File: src/sv/linear_constraint_entry_bounds_unit_defines.svh
`ifndef LINEAR_CONSTRAINT_ENTRY_BOUNDS_UNIT_DEFINES_SVH
`define LINEAR_CONSTRAINT_ENTRY_BOUNDS_UNIT_DEFINES_SVH

// Checks that a condition implies another in the same cycle.
`define LCB_ASSERT_NOW(name, ante, cons, msg) \
	name: assert property (@(posedge clk) disable iff (!arst_n) (ante) |-> (cons)) \
		else $error(msg);

// Checks that a condition implies another in the following cycle.
`define LCB_ASSERT_NEXT(name, ante, cons, msg) \
	name: assert property (@(posedge clk) disable iff (!arst_n) (ante) |=> (cons)) \
		else $error(msg);

`endif

File: src/sv/lcb_pkg.sv
package lcb_pkg;

	localparam int WORD_W = 32;
	localparam int DEF_MAX_X_COLUMNS = 8;
	localparam int DEF_MAX_Y_COLUMNS = 8;
	localparam int DEF_FRAC_BITS = 16;

	localparam logic [1:0] MODE_LOAD_X = 2'd0;
	localparam logic [1:0] MODE_LOAD_Y = 2'd1;
	localparam logic [1:0] MODE_COMPUTE = 2'd2;

	localparam logic [1:0] REG_LOWER = 2'd0;
	localparam logic [1:0] REG_UPPER = 2'd1;
	localparam logic [1:0] REG_X_COLS = 2'd2;
	localparam logic [1:0] REG_Y_COLS = 2'd3;

	typedef struct packed {
		logic done;
		logic ovf;
		logic signed [WORD_W-1:0] quot;
	} div_res_t;

	typedef enum logic [5:0] {
		ST_IDLE  = 6'b000001,
		ST_SETUP = 6'b000010,
		ST_SUM   = 6'b000100,
		ST_DLO   = 6'b001000,
		ST_DHI   = 6'b010000,
		ST_EMIT  = 6'b100000
	} state_t;

endpackage

File: src/sv/lcb_div.sv
module lcb_div #(
	parameter int NUM_W = 52,
	parameter int FRAC_BITS = lcb_pkg::DEF_FRAC_BITS
) (
	input  logic clk,
	input  logic arst_n,
	input  logic start,
	input  logic signed [NUM_W-1:0] num,
	input  logic signed [lcb_pkg::WORD_W-1:0] den,
	output lcb_pkg::div_res_t res
);

	localparam int DIV_W = NUM_W + FRAC_BITS;
	localparam int CNT_W = $clog2(DIV_W + 1);
	localparam int W = lcb_pkg::WORD_W;

	logic [DIV_W-1:0] dvd_q;
	logic [W-1:0] dsr_q;
	logic [W-1:0] rem_q;
	logic [W:0] quot_q;
	logic ovf_q;
	logic neg_q;
	logic [CNT_W-1:0] cnt_q;
	logic done_q;

	logic [NUM_W-1:0] num_mag;
	logic [W:0] rem_sh;
	logic fit;
	logic [W:0] rem_sub;
	logic range_bad;

	assign num_mag = num[NUM_W-1] ? (~num + 1'b1) : num;
	assign rem_sh = {rem_q, dvd_q[DIV_W-1]};
	assign rem_sub = rem_sh - {1'b0, dsr_q};
	assign fit = rem_sh >= {1'b0, dsr_q};

	always_ff @(posedge clk or negedge arst_n) begin
		if (!arst_n) begin
			cnt_q <= '0;
			done_q <= 1'b0;
		end else begin
			done_q <= 1'b0;
			if (start) begin
				cnt_q <= CNT_W'(DIV_W);
			end else if (cnt_q != '0) begin
				cnt_q <= cnt_q - 1'b1;
				if (cnt_q == CNT_W'(1)) begin
					done_q <= 1'b1;
				end
			end
		end
	end

	always_ff @(posedge clk) begin
		if (start) begin
			dvd_q <= {num_mag, {FRAC_BITS{1'b0}}};
			dsr_q <= den[W-1] ? (~den + 1'b1) : den;
			neg_q <= num[NUM_W-1] ^ den[W-1];
			rem_q <= '0;
			quot_q <= '0;
			ovf_q <= 1'b0;
		end else if (cnt_q != '0) begin
			dvd_q <= {dvd_q[DIV_W-2:0], 1'b0};
			rem_q <= fit ? rem_sub[W-1:0] : rem_sh[W-1:0];
			quot_q <= {quot_q[W-1:0], fit};
			ovf_q <= ovf_q | quot_q[W];
		end
	end

	always_comb begin
		if (neg_q) begin
			range_bad = quot_q[W] || (quot_q[W-1] && quot_q[W-2:0] != '0);
		end else begin
			range_bad = quot_q[W] || quot_q[W-1];
		end
		res.done = done_q;
		res.ovf = ovf_q | range_bad;
		res.quot = neg_q ? -$signed(quot_q[W-1:0]) : $signed(quot_q[W-1:0]);
	end

endmodule

File: src/sv/linear_constraint_entry_bounds_unit.sv
// Channel   Direction  Contents
// s_*       in         tuser: mode; tdata: index, value
// m_*       out        tdata: entry_row, entry_col, min_bound, max_bound; tuser: infeasible;
//                      tlast: last
// cfg_*     in         register writes, index 0 lower, 1 upper, 2 x columns, 3 y columns
// A load leaves s_tready high. A compute holds s_tready low until its last transfer.
// An entry with a zero x element skips the sums and divisions; any other entry gets
// both quotients (Q16.16 at the default FRAC_BITS) from the serial divider, which
// produces them one bit per cycle.
// A stall on m_tready holds the result; the reset is asynchronous and clears control.
`include "linear_constraint_entry_bounds_unit_defines.svh"

module linear_constraint_entry_bounds_unit #(
	parameter int MAX_X_COLUMNS = lcb_pkg::DEF_MAX_X_COLUMNS,
	parameter int MAX_Y_COLUMNS = lcb_pkg::DEF_MAX_Y_COLUMNS,
	parameter int FRAC_BITS = lcb_pkg::DEF_FRAC_BITS
) (
	input  logic clk,
	input  logic arst_n,
	input  logic s_tvalid,
	output logic s_tready,
	input  logic [39:0] s_tdata, // index [2:0], value [34:3], zero fill
	input  logic [1:0] s_tuser,  // mode [1:0]
	output logic m_tvalid,
	input  logic m_tready,
	output logic [71:0] m_tdata, // entry_row [2:0], entry_col [5:3], min_bound [37:6],
	                             // max_bound [69:38], zero fill
	output logic m_tuser,        // infeasible
	output logic m_tlast,
	input  logic cfg_we,
	input  logic [1:0] cfg_index,
	input  logic [31:0] cfg_data
);

	localparam int W = lcb_pkg::WORD_W;
	localparam int XW = MAX_X_COLUMNS > 1 ? $clog2(MAX_X_COLUMNS) : 1;
	localparam int YW = MAX_Y_COLUMNS > 1 ? $clog2(MAX_Y_COLUMNS) : 1;
	localparam int ACC_W = 67 - FRAC_BITS;
	localparam int NUM_W = ACC_W + 1;
	localparam int SLOT_W = 5;

	lcb_pkg::state_t state_q;
	logic signed [W-1:0] lb_q, ub_q;
	logic [3:0] xcols_q, ycols_q;
	logic signed [W-1:0] x_q [MAX_X_COLUMNS];
	logic signed [W-1:0] y_q [MAX_Y_COLUMNS];
	logic [3:0] p_q, q_q, row_q, col_q;
	logic [SLOT_W-1:0] slot_q;
	logic signed [2*W-1:0] prod_s1;
	logic pend_q, which_q, start_q, lo_bad_q;
	logic signed [ACC_W-1:0] smax_q, smin_q;
	logic signed [W-1:0] lo_q;
	logic signed [W-1:0] out_min_q, out_max_q;
	logic out_bad_q, out_last_q;

	logic [2:0] in_index;
	logic signed [W-1:0] in_value;
	logic [3:0] p_sat, q_sat;
	logic signed [W-1:0] xc, xi, bound, yr, mn, mx;
	logic [SLOT_W-2:0] slot_i;
	logic issue, include_i;
	logic signed [ACC_W-1:0] term;
	logic signed [NUM_W-1:0] num;
	lcb_pkg::div_res_t dres;

	assign in_index = s_tdata[2:0];
	assign in_value = s_tdata[34:3];
	assign p_sat = (32'(xcols_q) > MAX_X_COLUMNS) ? 4'(MAX_X_COLUMNS) : xcols_q;
	assign q_sat = (32'(ycols_q) > MAX_Y_COLUMNS) ? 4'(MAX_Y_COLUMNS) : ycols_q;
	assign xc = x_q[col_q[XW-1:0]];
	assign yr = y_q[row_q[YW-1:0]];
	assign slot_i = slot_q[SLOT_W-1:1];
	assign xi = x_q[slot_i[XW-1:0]];
	assign bound = slot_q[0] ? lb_q : ub_q;
	assign issue = {p_q, 1'b0} > slot_q;
	assign include_i = (32'(slot_i) != 32'(col_q)) && (xi > 0);
	assign term = ACC_W'(prod_s1 >>> FRAC_BITS);
	assign num = $signed({{(NUM_W-W){yr[W-1]}}, yr})
		- $signed({state_q == lcb_pkg::ST_DHI ? smin_q[ACC_W-1] : smax_q[ACC_W-1],
		state_q == lcb_pkg::ST_DHI ? smin_q : smax_q});
	assign mn = (lo_q > lb_q) ? lo_q : lb_q;
	assign mx = (dres.quot < ub_q) ? dres.quot : ub_q;

	lcb_div #(
		.NUM_W(NUM_W),
		.FRAC_BITS(FRAC_BITS)
	) u_div (
		.clk(clk),
		.arst_n(arst_n),
		.start(start_q),
		.num(num),
		.den(xc),
		.res(dres)
	);

	always_ff @(posedge clk or negedge arst_n) begin
		if (!arst_n) begin
			lb_q <= '0;
			ub_q <= 32'sd65536;
			xcols_q <= 4'd8;
			ycols_q <= 4'd8;
		end else if (cfg_we) begin
			case (cfg_index)
				lcb_pkg::REG_LOWER: lb_q <= cfg_data;
				lcb_pkg::REG_UPPER: ub_q <= cfg_data;
				lcb_pkg::REG_X_COLS: xcols_q <= cfg_data[3:0];
				lcb_pkg::REG_Y_COLS: ycols_q <= cfg_data[3:0];
				default: ;
			endcase
		end
	end

	always_ff @(posedge clk) begin
		if (s_tvalid && s_tready) begin
			if (s_tuser == lcb_pkg::MODE_LOAD_X && 32'(in_index) < MAX_X_COLUMNS) begin
				x_q[in_index[XW-1:0]] <= in_value;
			end
			if (s_tuser == lcb_pkg::MODE_LOAD_Y && 32'(in_index) < MAX_Y_COLUMNS) begin
				y_q[in_index[YW-1:0]] <= in_value;
			end
		end
	end

	always_ff @(posedge clk or negedge arst_n) begin
		if (!arst_n) begin
			state_q <= lcb_pkg::ST_IDLE;
			start_q <= 1'b0;
			pend_q <= 1'b0;
			p_q <= '0;
			q_q <= '0;
			row_q <= '0;
			col_q <= '0;
			slot_q <= '0;
		end else begin
			start_q <= 1'b0;
			case (state_q)
				lcb_pkg::ST_IDLE: begin
					if (s_tvalid && s_tuser == lcb_pkg::MODE_COMPUTE
						&& p_sat != '0 && q_sat != '0) begin
						p_q <= p_sat;
						q_q <= q_sat;
						row_q <= '0;
						col_q <= '0;
						state_q <= lcb_pkg::ST_SETUP;
					end
				end
				lcb_pkg::ST_SETUP: begin
					slot_q <= '0;
					pend_q <= 1'b0;
					state_q <= (xc == '0) ? lcb_pkg::ST_EMIT : lcb_pkg::ST_SUM;
				end
				lcb_pkg::ST_SUM: begin
					pend_q <= issue && include_i;
					if (issue) begin
						slot_q <= slot_q + 1'b1;
					end else begin
						start_q <= 1'b1;
						state_q <= lcb_pkg::ST_DLO;
					end
				end
				lcb_pkg::ST_DLO: begin
					if (dres.done) begin
						start_q <= 1'b1;
						state_q <= lcb_pkg::ST_DHI;
					end
				end
				lcb_pkg::ST_DHI: begin
					if (dres.done) begin
						state_q <= lcb_pkg::ST_EMIT;
					end
				end
				lcb_pkg::ST_EMIT: begin
					if (m_tready) begin
						if (col_q == p_q - 1'b1) begin
							col_q <= '0;
							row_q <= row_q + 1'b1;
							state_q <= (row_q == q_q - 1'b1) ? lcb_pkg::ST_IDLE
								: lcb_pkg::ST_SETUP;
						end else begin
							col_q <= col_q + 1'b1;
							state_q <= lcb_pkg::ST_SETUP;
						end
					end
				end
				default: state_q <= lcb_pkg::ST_IDLE;
			endcase
		end
	end

	always_ff @(posedge clk) begin
		prod_s1 <= bound * xi;
		which_q <= slot_q[0];
		case (state_q)
			lcb_pkg::ST_SETUP: begin
				smax_q <= '0;
				smin_q <= '0;
				out_last_q <= (row_q == q_q - 1'b1) && (col_q == p_q - 1'b1);
				out_bad_q <= lb_q > ub_q;
				out_min_q <= (lb_q > ub_q) ? '0 : lb_q;
				out_max_q <= (lb_q > ub_q) ? '0 : ub_q;
			end
			lcb_pkg::ST_SUM: begin
				if (pend_q) begin
					if (which_q) begin
						smin_q <= smin_q + term;
					end else begin
						smax_q <= smax_q + term;
					end
				end
			end
			lcb_pkg::ST_DLO: begin
				if (dres.done) begin
					lo_q <= dres.quot;
					lo_bad_q <= dres.ovf;
				end
			end
			lcb_pkg::ST_DHI: begin
				if (dres.done) begin
					out_bad_q <= lo_bad_q || dres.ovf || (mn > mx);
					out_min_q <= (lo_bad_q || dres.ovf || (mn > mx)) ? '0 : mn;
					out_max_q <= (lo_bad_q || dres.ovf || (mn > mx)) ? '0 : mx;
				end
			end
			default: ;
		endcase
	end

	assign s_tready = state_q == lcb_pkg::ST_IDLE;
	assign m_tvalid = state_q == lcb_pkg::ST_EMIT;
	assign m_tdata = {2'b00, out_max_q, out_min_q, col_q[2:0], row_q[2:0]};
	assign m_tuser = out_bad_q;
	assign m_tlast = out_last_q;

	`LCB_ASSERT_NEXT(a_last_frees_input, m_tvalid && m_tready && m_tlast, s_tready,
		"Input not ready after the last transfer of a run.")
	`LCB_ASSERT_NOW(a_infeasible_zero, m_tvalid && m_tuser, m_tdata[69:6] == '0,
		"Infeasible result carries nonzero bounds.")
	`LCB_ASSERT_NOW(a_no_overlap, s_tready, !m_tvalid,
		"Input accepted while a result is pending.")

endmodule

File: config.mk
export PLATFORM = sky130hd
export DESIGN_NAME = linear_constraint_entry_bounds_unit
export DESIGN_NICKNAME = d
export VERILOG_FILES = /design/src/sv/lcb_pkg.sv /design/src/sv/lcb_div.sv /design/src/sv/linear_constraint_entry_bounds_unit.sv
export VERILOG_INCLUDE_DIRS = /design/src /design/src/sv
export SDC_FILE = /design/constraint.sdc
export NUM_CORES = 2
export LEC_CHECK = 0
export ABC_AREA = 0
export ABC_CLOCK_PERIOD_IN_PS = 11580
export BUFFER_PORTS_ARGS = -buffer_cell sky130_fd_sc_hd__buf_2
export CORE_MARGIN = 2
export CORE_UTILIZATION = 45
export DETAILED_ROUTE_END_ITERATION = 10
export PLACE_DENSITY = 0.57
export SLEW_MARGIN = 20
export SYNTH_ARGS = -nofsm -noshare
export SYNTH_HDL_FRONTEND = slang
export SYNTH_SLANG_ARGS = --single-unit
File: constraint.sdc
create_clock -name clk -period 11.58 [get_ports clk]
set_input_delay 0 -clock clk [delete_from_list [all_inputs] [get_ports clk]]
set_output_delay 0 -clock clk [all_outputs]
set_load 0.05 [all_outputs]
Word level (Yosys, flattened, before mapping)

Memories as Yosys holds them, arrays and structs flattened.
Cells that the tools add are included.

Register bits: 526
Bits in latches: 0
Bits in writable memories: 512
Bits in read-only memories: 0
Input port bits: 81
Memories kept: 2

$add $sub $neg: 13
Multiply operators: 1
Divide/modulo/power cells: 0
Magnitude comparators: 9
Eq/ne operators: 25
Shift-type cells: 0
Multiplexer cells: 63
Bitwise operators: 5
Reduce and logical (&&, ||, !) cells: 36

Memory list:

| memory | words | bits a word | read ports | clocked after memory_dff | write ports | line                                      | text |
|---|---|---|---|---|---|---|---|
| x_q    | 8     | 32          | 2          | 0                        | 1           | linear_constraint_entry_bounds_unit.sv:45 | `logic signed [W-1:0] x_q [MAX_X_COLUMNS];` |
| y_q    | 8     | 32          | 1          | 0                        | 1           | linear_constraint_entry_bounds_unit.sv:46 | `logic signed [W-1:0] y_q [MAX_Y_COLUMNS];` |

Operator list:

| operator                                                                          | count |
|---|---|
| 32-bit two-way mux                                                                | 11 |
| 51-bit two-way mux                                                                | 5 |
| 51-bit case mux with 2 select lines                                               | 2 |
| 68-bit two-way mux                                                                | 2 |
| 32-bit case mux with 2 select lines                                               | 2 |
| 51-bit by 48-bit adder with 51-bit output                                         | 2 |
| 32-bit greater-than comparator                                                    | 3 |
| 32-bit by 32-bit multiplier with 64-bit output                                    | 1 |
| 52-bit by 1-bit adder with 52-bit output (second input constant)                  | 1 |
| 52-bit two-way mux                                                                | 1 |
| 52-bit NOT                                                                        | 1 |
| 32-bit by 52-bit subtractor with 52-bit output                                    | 1 |
| 6-bit two-way mux                                                                 | 6 |
| 6-bit case mux with 6 select lines                                                | 1 |
| 33-bit by 32-bit greater-or-equal comparator with 1-bit output                    | 1 |
| 32-bit by 1-bit adder with 32-bit output (second input constant)                  | 1 |
| 32-bit by 1-bit greater-than comparator with 1-bit output (second input constant) | 1 |
| 32-bit logical NOT                                                                | 1 |
| 32-bit less-than comparator                                                       | 1 |
| 32-bit negation                                                                   | 1 |
| 32-bit NOT                                                                        | 1 |
| 32-bit subtractor                                                                 | 1 |
| 31-bit two-way mux                                                                | 1 |
| 31-bit nonzero test                                                               | 1 |
| 39 further kinds                                                                  | 103 |

Depth between registers and ports, before layout

Depth in word-level cells: 10
Mapped depth: 37
Mapped depth without buffers: 35

Hierarchy

A second synthesis with hierarchy kept.

Cells, all modules: 8611
Area total of the unflattened synthesis: 91565.3 um^2

Modules (own cells, without submodules):

| module                              | instances | cells an instance | area an instance (um^2) |
|---|---|---|---|
| linear_constraint_entry_bounds_unit | 1         | 7520              | 81585.7 |
| lcb_div                             | 1         | 1091              | 9979.6 |

Worst setup path after synthesis

OpenSTA, ideal clock, no wires.

Kind: register to register
From: register slot_q[1]
To: register prod_s1[62]
Library setup time: 0.136 ns
Data arrival time: 9.388 ns
Path slack: 2.055 ns
Cell stages (with the launch flop): 31
Period minus slack after synthesis: 9.525 ns
Cells stage by stage: dfrtp_1 buf_4 buf_1 clkbuf_1 mux4_2 mux2i_1 clkbuf_1 nor2_1 fa_1 fa_1 inv_1 fa_1 fa_1 inv_1 fa_1 fa_1 fa_1 fa_1 ha_1 a21o_1 a21o_1 a21oi_1 o21ai_0 a221o_1 a211oi_1 a21oi_2 a21oi_1 o21ai_2 a21oi_1 o41ai_1 xor2_1

Cells in the longest elaborated chain, start to end: 2

RTL lines:

| element                                        | line                                       | text |
|---|---|---|
| start, declared                                | linear_constraint_entry_bounds_unit.sv:48  | `logic [SLOT_W-1:0] slot_q;` |
| start signal, assigned                         | linear_constraint_entry_bounds_unit.sv:155 | `slot_q <= slot_q + 1'b1;` |
| memory read 8 x 32 bit                         | -                                          |  |
| 32-bit by 32-bit multiplier with 64-bit output | linear_constraint_entry_bounds_unit.sv:191 | `prod_s1 <= bound * xi;` |
| end signal, assigned                           | linear_constraint_entry_bounds_unit.sv:191 |  |
| end, declared                                  | linear_constraint_entry_bounds_unit.sv:49  | `logic signed [2*W-1:0] prod_s1;` |

Every way passes these cells.
A chain may end at the register's enable or synchronous reset.

Worst setup path in the final report

Ends and elaborated chain as after synthesis.

==> impl_metrics.json <==
{
  "drv_cap": 0,
  "ff2ff_path_depth": 28,
  "io_pins": 157,
  "fmax_mhz": 94.7,
  "cts_inserted_buffers": 116,
  "critPathBufInv": 4,
  "min_period_ps": 10560,
  "coreArea_um2": 202000,
  "max_stage_delay_ps": 840,
  "synth_top_area_cell": "edfxtp_1",
  "async_reset_ff_share_pct": 10.7,
  "finalNetCount": 10400,
  "r2r_slack_ps": 1020,
  "setup_violations": 0,
  "grt_usage_pct": 27.8,
  "routed_wl_mm": 282,
  "slew_headroom_pct": 13.2,
  "clock_latency_ps": 830,
  "cp_top_family": "adder cells",
  "row_count": 165,
  "port_buffers": 149,
  "initial_utilization_pct": 45.2,
  "cp.required_ps": 12220,
  "cp-start-kind": "flop",
  "hp-class": "in2reg",
  "worst_pin_slew_ps": 1290,
  "clkSlewWorstSetupHoldPaths_ps": 60,
  "worstReg2RegEnd": "prod_s1[62]",
  "antenna_found_initial": 12,
  "cts_num_sinks": 1022,
  "min_period_over_period_pct": 91.2,
  "grt_pass1_wl_mm": 425,
  "wl_per_cell_um": 24.5,
  "synth_cell_types": 104,
  "htreeDepth": 3,
  "dr.pass1.iters": 8,
  "syn_inst": 8546,
  "synth.most_common_cell": "inv_1",
  "dieArea_um2": 206000,
  "cts_max_path_buffers": 3,
  "place_hpwl_mm": 212,
  "ant_nets": 0,
  "fin_setup_tns_ps": 0,
  "slew_viol_final": 0,
  "final-seq-area_um2": 29000,
  "synth_top_area_share_pct": 26.3,
  "ys_top_cells_by_area": "edfxtp_1 26%, fa_1 24%, ha_1 6.9%, mux4_2 4.7%, inv_1 4.7%",
  "vias": 65100,
  "synth_edf_count": 798,
  "min_from": "cfg_data[16]",
  "path_max_fanout": 28,
  "syn-cell-area_um2": 91100,
  "synthTopCellsByCount": "1137 x inv_1, 1085 x fa_1, 928 x nand2_1",
  "grt_overflow": 0,
  "critPathSlowestCell": "dfrtp_4",
  "place.gp.congestion": 0.974,
  "crit_top_cell": "fa_1",
  "nFillCells": 18100,
  "grt_pass1_vias": 66600,
  "drtIter0Drc": 5364,
  "grt_max_degree": 137,
  "status": "finished clean",
  "crit_start": "slot_q[1]",
  "critPathKind": "reg2reg",
  "crit_end": "prod_s1[62]",
  "cts_tree": "done",
  "die_w_um": 454,
  "drive_gt1_share_pct": 10.5,
  "die_h_um": 454,
  "finalHoldViolations": 0,
  "grt_setup_unrepaired": "no",
  "cp.depth": 28,
  "ys_warn_count": 0,
  "ys_seq_area_share_pct": 31.8,
  "fin_skew_ps": 122,
  "cp.arrival_ps": 11200,
  "cts_root_buffer": "clkbuf_16",
  "areaGrowthSynthToFinish_pct": 10.4,
  "avgSynthCellArea_um2": 10.7,
  "viasPerCell": 5.66,
  "end_kind": "flop",
  "drc": 0,
  "multiInputGateArea_um2": 56500,
  "synth_flop_cell": "edfxtp_1",
  "synth-seq-cells": 1022,
  "r2r_start": "slot_q[1]"
}
stage by stage:
step	setup WS (ps)	hold WS (ps)	instances	cell area, um^2	utilization, %
after floorplan	2060	-296	8547	91100	-
after global placement	1240	84.0	11200	95400	47.3
after detailed placement	1230	82.5	11200	95400	47.3
after CTS	1150	0.894	11500	101000	49.8
after global routing	683	39.5	11500	101000	49.9
final	1020	53.1	11500	101000	49.9
repair_timing:
| action | CTS | global route |
|---|---|---|
| hold buffers | 114 | 0 |
| setup buffers | 0 | 0 |
| resized for setup | 0 | 0 |
| endpoints found under the hold margin | 753 | 0 |
placed cells by master, fill, tap and decap left out, drive strengths merged, types with 113 or more instances in the layout:
| master | Yosys | routed |
|---|---|---|
| dfxtp | 115 | 115 |
| clkbuf | 301 | 139 |
| a21oi | 366 | 366 |
| buf | 96 | 340 |
| xor2 | 124 | 124 |
| inv | 1137 | 1144 |
| dlygate4sd3 | 0 | 113 |
| xnor2 | 219 | 219 |
| mux2i | 134 | 134 |
| nor2 | 877 | 877 |
| edfxtp | 798 | 798 |
| a21o | 183 | 183 |
| o21ai | 301 | 301 |
| ha | 504 | 504 |
| nand2 | 929 | 929 |
| fa | 1085 | 1085 |
| mux4 | 192 | 192 |
kinds of logic after synthesis:
group | after synthesis | share of synthesized area, %
mux | 409 | 7.25
fa+ha+maj | 1589 | 30.8
compound gates | 1295 | 9.15
flops | 1022 | 31.8
simple gates | 2351 | 11.2
buf+inv | 1536 | 6.46
other cells | 1 | 0.00412
xor+xnor | 343 | 3.31
area by class of cell:
type                    instances  share of cell area, %
clock buffers                 139                   3.02
well taps                    2672                   3.32
repair buffers                453                   3.38
clock inverters                81                  0.936
flip-flops and latches       1022                   28.9
multi-input cells            5989                   56.2
inverters                    1139                   4.25
diodes                          6                 0.0149
tightest hold or removal path, cell delays in order:
cell and delay, ps:
dlygate4sd3_1 520, buf_2 120, nand2_1 50, o21ai_0 60
how the worst min path moves through the flow:
stage,slack [ps],depth (start not counted),end
after floorplan,-300,0,col_q[0]
after global placement,80,1,ub_q[17]
after detailed placement,80,1,ub_q[17]
after CTS,0.9,3,ub_q[26]
after global routing,40,3,ub_q[18]
final,50,4,lb_q[16]
registers in the layout, indices dropped and copies added, names as in the netlist, 5 cells and up:
signal	count
u_div.rem_q	32
prod_s1	48
lb_q	32
u_div.cnt_q	7
smin_q	51
u_div.dvd_q	52
ub_q	32
x_q	256
u_div.quot_q	33
out_min_q	32
slot_q	5
out_max_q	32
smax_q	51
lo_q	32
y_q	256
state_q	6
u_div.dsr_q	32
per-layer routing:
layer | wire, um | share of wire, % | GRT usage, % | up-vias
li1 | - | - | - | 29000
met1 | 120000 | 42 | 38.1 | 33300
met2 | 130000 | 46 | 44.4 | 2293
met3 | 21700 | 7.7 | 5.36 | 446
met4 | 10600 | 3.8 | 9.08 | 14
met5 | 80 | 0.028 | 0 | -
Power is not shown: default switching activity piles up to over one toggle a cycle in this logic, so the estimate is an artifact.
